**src/rtl/dsat_popcnt.sv**
```systemverilog
// ----------------------------------------------------------------------------
// dsat_popcnt
// Registered population count of one stored row.
// ----------------------------------------------------------------------------
module dsat_popcnt #(
  parameter int W = 64
) (
  input  logic                 clk,
  input  logic [W-1:0]         row,
  output logic [$clog2(W+1)-1:0] count_r
);

  logic [$clog2(W+1)-1:0] count_nxt;

  always_comb begin
    count_nxt = '0;
    for (int i = 0; i < W; i++) begin
      count_nxt = count_nxt + {{($clog2(W+1)-1){1'b0}}, row[i]};
    end
  end

  always_ff @(posedge clk) begin
    count_r <= count_nxt;
  end

endmodule

```
**config.mk**
```make
export PLATFORM = sky130hd
export DESIGN_NAME = dsat_popcnt
export DESIGN_NICKNAME = d
export VERILOG_FILES = /design/src/rtl/dsat_popcnt.sv
export SDC_FILE = /design/constraint.sdc
export NUM_CORES = 1
export LEC_CHECK = 0
export BUFFER_PORTS_ARGS = -buffer_cell sky130_fd_sc_hd__buf_2
export CORE_ASPECT_RATIO = 1.4
export CORE_MARGIN = 2
export CORE_UTILIZATION = 54
export CTS_CLUSTER_DIAMETER = 120
export DETAILED_ROUTE_END_ITERATION = 8
export PLACE_DENSITY = 0.95
export SKIP_LAST_GASP = 1
export SLEW_MARGIN = 20
export SYNTH_ARGS = -nofsm -noshare
export SYNTH_HDL_FRONTEND = slang
export SYNTH_SLANG_ARGS = --single-unit
```
**constraint.sdc**
```tcl
create_clock -name clk -period 16.63 [get_ports clk]
set_input_delay 4.1575 -clock clk [delete_from_list [all_inputs] [get_ports clk]]
set_output_delay 4.1575 -clock clk [all_outputs]
set_load 0.03 [all_outputs]
```
Word level (Yosys, flattened, before mapping)
Cells that the tools add are included.
{"block": "word_totals", "output_inout_bits": 7, "elab_cells": 64, "reg_bits": 7}
{"block": "op_classes", "n_addsub": 63}
{"operator": "$add A7 B1 Y7", "n": 57}
{"operator": "$add A6 B1 Y7", "n": 1}
{"operator": "$add A5 B1 Y6", "n": 1}
{"operator": "$add A4 B1 Y5", "n": 1}
{"operator": "$add A3 B1 Y4", "n": 1}
{"operator": "$add A2 B1 Y3", "n": 1}
{"operator": "$add A1 B1 Y2", "n": 1}

Logic depth before layout (Yosys ltp)
{"block": "logic_depth", "ltp_word": 63, "ltp_mapped": 20, "ltp_nobuf": 20}

Worst setup path after synthesis
OpenSTA, ideal clock, no wires.
{"block": "synth_timing", "kind": "input to register", "start": "in row[53]", "end": "reg count_r[6]", "t_arrival_ns": 9.339, "setup_slack_ns": 7.172, "path_buffers": 0, "required_ns": 16.511, "setup_ns": 0.119, "path_stages": 19, "path_cell_list": "fa_1 > inv_1 > fa_1 > inv_1 > fa_1 > inv_1 > fa_1 > inv_1 > fa_1 > inv_1 > fa_1 > fa_1 > fa_1 > inv_1 > ha_1 > fa_1 > a211o_2 > a21oi_1 > o21bai_1"}
{"block": "synth_via", "elab_chain_cells": 11}
{"element": "start: declaration", "line": "9", "source": "input logic [W-1:0] row,"}
{"element": "$add A7 B1 Y7 (11 in series)", "line": "18", "source": "count_nxt = count_nxt + {{($clog2(W+1)-1){1'b0}}, row[i]};"}
{"element": "named net count_nxt[6]", "line": "13", "source": "logic [$clog2(W+1)-1:0] count_nxt;"}
{"element": "end signal: assignment", "line": "23", "source": "count_r <= count_nxt;"}
{"element": "end: declaration", "line": "10", "source": "output logic [$clog2(W+1)-1:0] count_r"}
The timed path passes the listed nets, and every way through them passes these cells.

Final worst setup path
Ends and elaborated chain as after synthesis.

==> flow_summary.ini <==
[clocking]
htree_num_levels = 1
hold_buffers = 0
numCtsBuffers = 3
path_clk_slew_ns = 0.04
cts_tree = yes
post-cts-setup-buffer-count = 0
cts.repair.resized = 0
root_buffer = clkbuf_8
cts_max_path_buffers = 2
cts.sinks = 7

[routing]
first_pass_iters = 4
routed_via_density = 4.58
drt-initial-drc-count = 10
post_drt_wl_per_cell_um = 11.5
totalWireLength_um = 3390
drc = 0
dr_total_vias = 1347
ant_nets = 0

[floorplan]
start_util_pct = 55.9
io_pins = 72
die_y_um = 73.6
die_w_um = 53.7
fp.dieArea_um2 = 3950
rows = 25
core_um2 = 3350

[synth]
netlist_area_um2 = 1870
synth_nets = 313
synth.avg_cell_area_um2 = 10.4
ys_seq_area_share_pct = 7.50
synth_top_area_share_pct = 57.8
synth_warnings = 0
synth_top_area_cell = fa_1
ys_types = 20
synth_area_leaders = fa_1 (58%), inv_1 (17%), ha_1 (10%)
synthCells = 179
yosys_register_bits = 7

[global_route]
grt_pass1_vias = 1604
grt-ovfl-total = 0
grt_max_degree = 6
track_usage_pct = 19.7
antenna_found_initial = 0
grt_pass1_wl_um = 5800

[setup_path]
crit_fanout = 3
crit_path_end_kind = register
cp-start-kind = input port
critPathRequiredTime_ns = 16.74
critical_path_class = in2reg
cp.arrival_ns = 9.64

[placement]
gp_congestion = 0.757
place_area_um2 = 2270
port_buffers = 71
hpwl_um = 3370

[finish]
final_cell_mix = inv_1 (84), buf_2 (71), fa_1 (54), ha_1 (15), dfxtp_1 (7)
largest_reg_flops = 7
fillCellCount = 252
num-nets-final = 389
top_regs = count_r: 7 flops
mostFrequentLayoutCell = inv_1
diodes = 0
regMostFlops = count_r
fin_area_um2 = 2320
area_growth_pct = 24.1
drive_gt1_share_pct = 30.3

[timing]
tightest_slew_ns = 0.368
setup_tns_ns = 0
finalCriticalPeriod_ns = 9.53
finalCritPeriodShare_pct = 57.3
hold_viol = 0
slew_violations = 0
setup_viol = 0
rsz0062_at_grt = false
fmaxAchievable_mhz = 105
slew_headroom_pct = 75.3

[run_status]
status = completed

[flow_run]
max_cap_viol_count = 0

[hold_path]
min-delay-path-class = in2reg
through the flow:
stage	hold slack, ns	worst slack (ns)	utilization [%]	instances
2_1_floorplan	4.29	7.17	-	179
4_1_cts	4.16	7.08	69.3	294
3_5_place_dp	4.39	6.85	68.0	290
5_1_grt	4.18	6.84	69.3	294
3_3_place_gp	4.39	6.93	68.0	290
6_report	4.16	7.10	69.3	294
path summary, 6_finish.rpt:
kind / from / to / slack [ns] / cells past startpoint
setup / recovery: row[53] / count_r[6] / 7.10 / 20
hold / removal: row[2] / count_r[0] / 4.16 / 2
critical path: stages:
cell and delay (ns):
buf_2 0.11, fa_1 0.53, inv_1 0.05, fa_1 0.49, inv_1 0.05, fa_1 0.49, inv_1 0.05, fa_1 0.47
inv_1 0.05, fa_1 0.48, inv_1 0.05, fa_1 0.49, fa_1 0.43, fa_1 0.49, inv_1 0.04, ha_1 0.21
fa_1 0.43, a211o_2 0.36, a21oi_1 0.13, o21bai_1 0.07
final cells by class:
| class | count | area (µm²) | area share, % |
|---|---|---|---|
| Inverter | 84 | 315 | 13.6 |
| Multi-Input combinational cell | 88 | 1410 | 60.9 |
| Tap cell | 40 | 50.0 | 2.16 |
| Sequential cell | 7 | 140 | 6.04 |
| Clock buffer | 4 | 45.0 | 1.94 |
| Timing Repair Buffer | 71 | 355 | 15.3 |
logic make-up after synthesis:
group / synth area share [%]
buffers and inverters: 16.9
adders and majority gates: 67.9
AOI/OAI and AO/OA: 5.76
DFF: 7.50
and+or+nand+nor: 1.07
xor gates and xnor gates: 0.937
synth_stat cells:
cell type  instances
o21bai_1           1
o21a_1             1
a211o_2            1
fa_1              54
o31ai_1            1
ha_1              15
dfxtp_1            7
nor2_1             1
a211oi_1           2
o21ai_2            1
a21o_2             1
o211a_1            1
a21o_1             1
nand3b_1           1
inv_1             84
nor4b_1            1
a2111oi_1          1
a21oi_1            3
xnor2_1            1
xor2_1             1
metal layers:
metal / vias up / part of all wire (%) / GRT usage, % / wire [µm]
met5: - / 0 / 0 / 0
met2: 49 / 63 / 41.2 / 2140
li1: 642 / - / - / -
met4: 0 / 1.1 / 2.56 / 38
met1: 652 / 30 / 19.1 / 1030
met3: 4 / 5.1 / 3.46 / 174
Power is left out: the tool's default activity adds up to more than one toggle a clock period on the data nets, which glitch-free logic cannot reach.
