===== src/rtl/dsat_ram.sv =====
// ----------------------------------------------------------------------------
// dsat_ram
// Generic single-port write, single-port read RAM with registered read.
// ----------------------------------------------------------------------------
module dsat_ram #(
  parameter int WIDTH = 8,
  parameter int DEPTH = 64
) (
  input  logic                     clk,
  input  logic                     we,
  input  logic [$clog2(DEPTH)-1:0] waddr,
  input  logic [WIDTH-1:0]         wdata,
  input  logic [$clog2(DEPTH)-1:0] raddr,
  output logic [WIDTH-1:0]         rdata
);

  logic [WIDTH-1:0] mem [DEPTH];

  always_ff @(posedge clk) begin
    if (we) begin
      mem[waddr] <= wdata;
    end
    rdata <= mem[raddr];
  end

endmodule


===== config.mk =====
export PLATFORM = sky130hd
export DESIGN_NAME = dsat_ram
export DESIGN_NICKNAME = d
export VERILOG_FILES = /design/src/rtl/dsat_ram.sv
export SDC_FILE = /design/constraint.sdc
export NUM_CORES = 1
export LEC_CHECK = 0
export BUFFER_PORTS_ARGS = -buffer_cell sky130_fd_sc_hd__buf_2
export CAP_MARGIN = 20
export CORE_MARGIN = 2
export CORE_UTILIZATION = 30
export DETAILED_ROUTE_END_ITERATION = 16
export PLACE_DENSITY = 0.42
export SYNTH_ARGS = -nofsm -noshare
export SYNTH_HDL_FRONTEND = slang
export SYNTH_SLANG_ARGS = --single-unit

===== constraint.sdc =====
create_clock -name clk -period 5.04 [get_ports clk]
set_input_delay 1.008 -clock clk [delete_from_list [all_inputs] [get_ports clk]]
set_output_delay 1.008 -clock clk [all_outputs]
set_load 0.005 [all_outputs]

* Word level (Yosys, flattened, before mapping)
Memory sizes are Yosys's and may differ from the RTL's. A register that Yosys moved wholly into a read port is not among the register bits. Cells that the tools add are included.
Operators by class: $add $sub $neg 0, $mul 0, divide/modulo/power cells 0, $lt $le $gt $ge 0, equal/unequal tests 0, shift operators 0, multiplexer cells 2, bitwise gates (word level) 0, reductions and logical operators 0
Operators with widths (number):
- 2-to-1 mux 1 bit | 2
Word-level totals: register bits after elaboration 0, latch bits 0, RAM bits 512, ROM bits 0, input port bits 22, output and inout bits 8, word-level logic and storage cells 3, memories kept 1
Memory list:
- mem | words 64, bits a word 8, rd ports 1, clocked after memory_dff 1, wr ports 1, RTL line 17 | logic [WIDTH-1:0] mem [DEPTH];

* Logic depth before layout (Yosys ltp)
word-level depth 2, gate-level depth with buffers 9, gate-level depth less buffers 5

* Least setup slack after synthesis
OpenSTA, ideal clock, no wires.
path type input to register, from input port raddr[1], to register rdata[3], read port of mem, data arrival time 2.548 ns, data required time 4.912 ns, path slack 2.364 ns, stages 7, cells stage by stage buf_4 buf_2 buf_2 mux4_2 mux4_2 o21ai_1 o41ai_1
RTL lines:
- start, declared | RTL line 13 | input logic [$clog2(DEPTH)-1:0] raddr,
- end, declared | RTL line 14 | output logic [WIDTH-1:0] rdata

==> metrics.md <==
| Metric | Value |
|---|---|
| ANT nets after route | 0 |
| GPL Wtd Cong | between 0.7 and 0.8 |
| Yosys warning total | 0 |
| Initial antenna violation count | 1 |
| Io pins | 30 |
| CP bufs+invs | 2 |
| Fin crit share | between 60 and 70% |
| Overflow after GRT | 0 |
| Die H | about 260 um |
| Layout cell share with drive strength beyond 1 | 27.1% |
| Asr flop ratio synth | 0% |
| Largest net degree at the start of global routing | 65 |
| Nets@finish | between 1k and 1.5k |
| Setup Skew | 0.0169 ns |
| Measured slew at the worst slew-check pin | roughly 1.1 ns |
| Worst hold path depth | 1 |
| Worst-case reg-to-reg path depth | 5 |
| Final Util | a little over a third |
| GR Util met1 | approximately 22% |
| Hold_buf cts | 0 |
| Cell row count | 95 |
| Seq/Total Area, Yosys | between 70% and 80% |
| Port bufs | 29 |
| Max VDD drop | about 0.00026 V |
| Via/cell ratio | just under 5 |
| Netlist cell types | 40 |
| CP Depth | 6 |
| Initial Util | a little under a third |
| Hold WC Path Type | in2reg |
| LEAKAGE | slightly above 7 nW |
| EDFF count, synth | between 500 and 600 |
| Final setup fails | 0 |
| Max FO, Critical Path | roughly 50 |
| Critical Path Start Type | input port |
| Ranking of synthesized cells by area | edfxtp_1 (76%), mux4_2 (14%), nor2_1 (1.5%) |
| GRT Total Usage | between 10% and 20% |
| Clk Latency, worst-skew pair | 0.61 ns |
| Register bit total from synthesis | between 500 and 600 |
| Grt met2 use | 23.5% |
| Non-Filler Cell Area, Final | 23300 um2 |
| Area Overhead vs Synth | 15.4% |
| Avg Inst Size Synth | 21.5 um2 |
| Clock Tree Buf Depth | 3 |
| Cells after Synth | 940 |
| First-pass iteration count of the detailed router | 5 |
| WL per Instance | around 27 um |
| Dpl hpwl | around 31 mm |
| Iter 0 DRT Violations | just under 800 |
| Slew headroom | 27.5% |
| Met3 usage | roughly 2.8% |
| First-pass GRT wire length | approximately 75 mm |
| Crit path DAT | 3.67 ns |
| Fmax | 310 MHz |
| Most common cell after layout, fill and taps aside | edfxtp_1 |
| Clock Tree Root | clkbuf_16 |
| Final Slew Violations | 0 |
| Post-CTS Resized | 0 |
| Min Tclk post-route | 3.23 ns |
| CP required | 5.48 ns |
| Biggest area consumer among synthesized cells | edfxtp_1 |
| Clk slew on worst S/H paths | around 0.060 ns |
| Most frequent cells in the layout | edfxtp_1 (512), mux4_2 (126), nor2_1 (83) |
| Setup_tns | 0 ns |
| Max-Cap Viols | 0 |
| CTS H-tree lvls | 2 |
| Power per cell area | between 400 and 500 nW/um2 |
| Post-synth net total | slightly below 1k |
| Most used routing layer | met2 |
| Pre-CTS setup slack | between 1 and 1.5 ns |
| Ys flop type | edfxtp_1 |
| Top cell type's share of synthesized area | ~76% |
| Worst path max stage delay | between 0.8 and 0.9 ns |
| Slowest CP cell | a2111oi_0 |
| Final worst slack | ~1.8 ns |
| Dpl cell area | 21300 um2 |
| CTS tree | yes |
| Clock sink count | 520 |
| Mapped Area | around 20000 um2 |
| Total number of vias | about 9.5k |
| Placeable Area | roughly 67000 um2 |
| CP delay by family, top | compound AO/OA/AOI/OAI gates |
| Kind of critical path | in2reg |
| Die width | roughly 260 um |
| Die area | between 60000 and 70000 um2 |
| Setup bufs post-CTS | 0 |
| CP cell instances | clkbuf_8 > buf_12 > mux4_2 > nor2b_1 > a2111oi_0 > o41ai_1 |
| Routed WL | roughly 52 mm |
| RSZ-0062 raised after global routing | false |
| Number of global-route vias before repair | 10.0k |
| Cts bufs inserted | 56 |
| Final Hold Viols | 0 |
| Status | finished clean |
| Crit end category | flop |
| DRC viols | 0 |
[synth_stat cells (all sizes together), types with 8 or more instances]
master and n:
edfxtp 512, mux4 126, nor2 83, buf 34, mux2i 23, nand2 19, clkbuf 17, nor2b 14
mux2 13, nand3 13, dfxtp 8, o221ai 8, o22ai 8
[worst paths after layout]
kind	slack (ns)	start	endpoint
hold / removal	0.80	wdata[1]	mem[28][1]
setup reg to reg	2.73	mem[21][6]	rdata[6]
setup / recovery	1.81	raddr[0]	rdata[5]
hold reg to reg	0.87	mem[26][4]	rdata[4]
[per-stage QoR]
stage | std cells | power [mW] | hold WS, ns
2_1_floorplan | 940 | 5.14 | 0.718
3_3_place_gp | 1816 | 5.36 | 0.872
3_5_place_dp | 1816 | 5.36 | 0.882
4_1_cts | 1921 | 9.73 | 0.771
5_1_grt | 1922 | 9.95 | 0.782
6_report | 1924 | 9.62 | 0.801
[state kept, by name (all words and copies together) (netlist names)]
signal and count:
rdata 8, mem 512
[per-layer routing]
layer,vias to the layer above,wire length (um)
li1,4064,-
met1,5100,23900
met2,270,24100
met3,68,2740
met4,2,1090
met5,-,13
[where the power goes]
group | total (mW) | leakage (nW) | internal (mW) | switching [mW]
logic | 0.448 | 1.53 | 0.163 | 0.285
clock network | 4.36 | 0.941 | 2.65 | 1.72
registers | 4.81 | 4.67 | 4.79 | 0.0189
total | 9.62 | 7.14 | 7.60 | 2.02
[layout make-up]
cell class | count | area, um2
clock inverters | 38 | 478
clock buffers | 67 | 1470
repair buffers | 55 | 367
diodes | 2 | 5.00
multi-input cells | 369 | 4320
well taps | 873 | 1090
fillers | 6272 | 43500
flip-flops and latches | 520 | 15500
[worst reg2reg max path: cells and delay by family, from the launching register on]
family	cells	cell delay, ns
AND/OR/NAND/NOR	1	0.58
multiplexers	2	0.76
flip-flops	1	0.37
AO/OA/AOI/OAI	2	0.46
[kinds of logic after synthesis]
family                 Yosys count  share of synthesized area (%)
AO/OA/AOI/OAI                   54                           2.07
buffers and inverters           51                           1.57
flip-flops                     520                           77.0
multiplexers                   162                           15.9
AND/OR/NAND/NOR                153                           3.39
(Power assumes the default switching activity.)
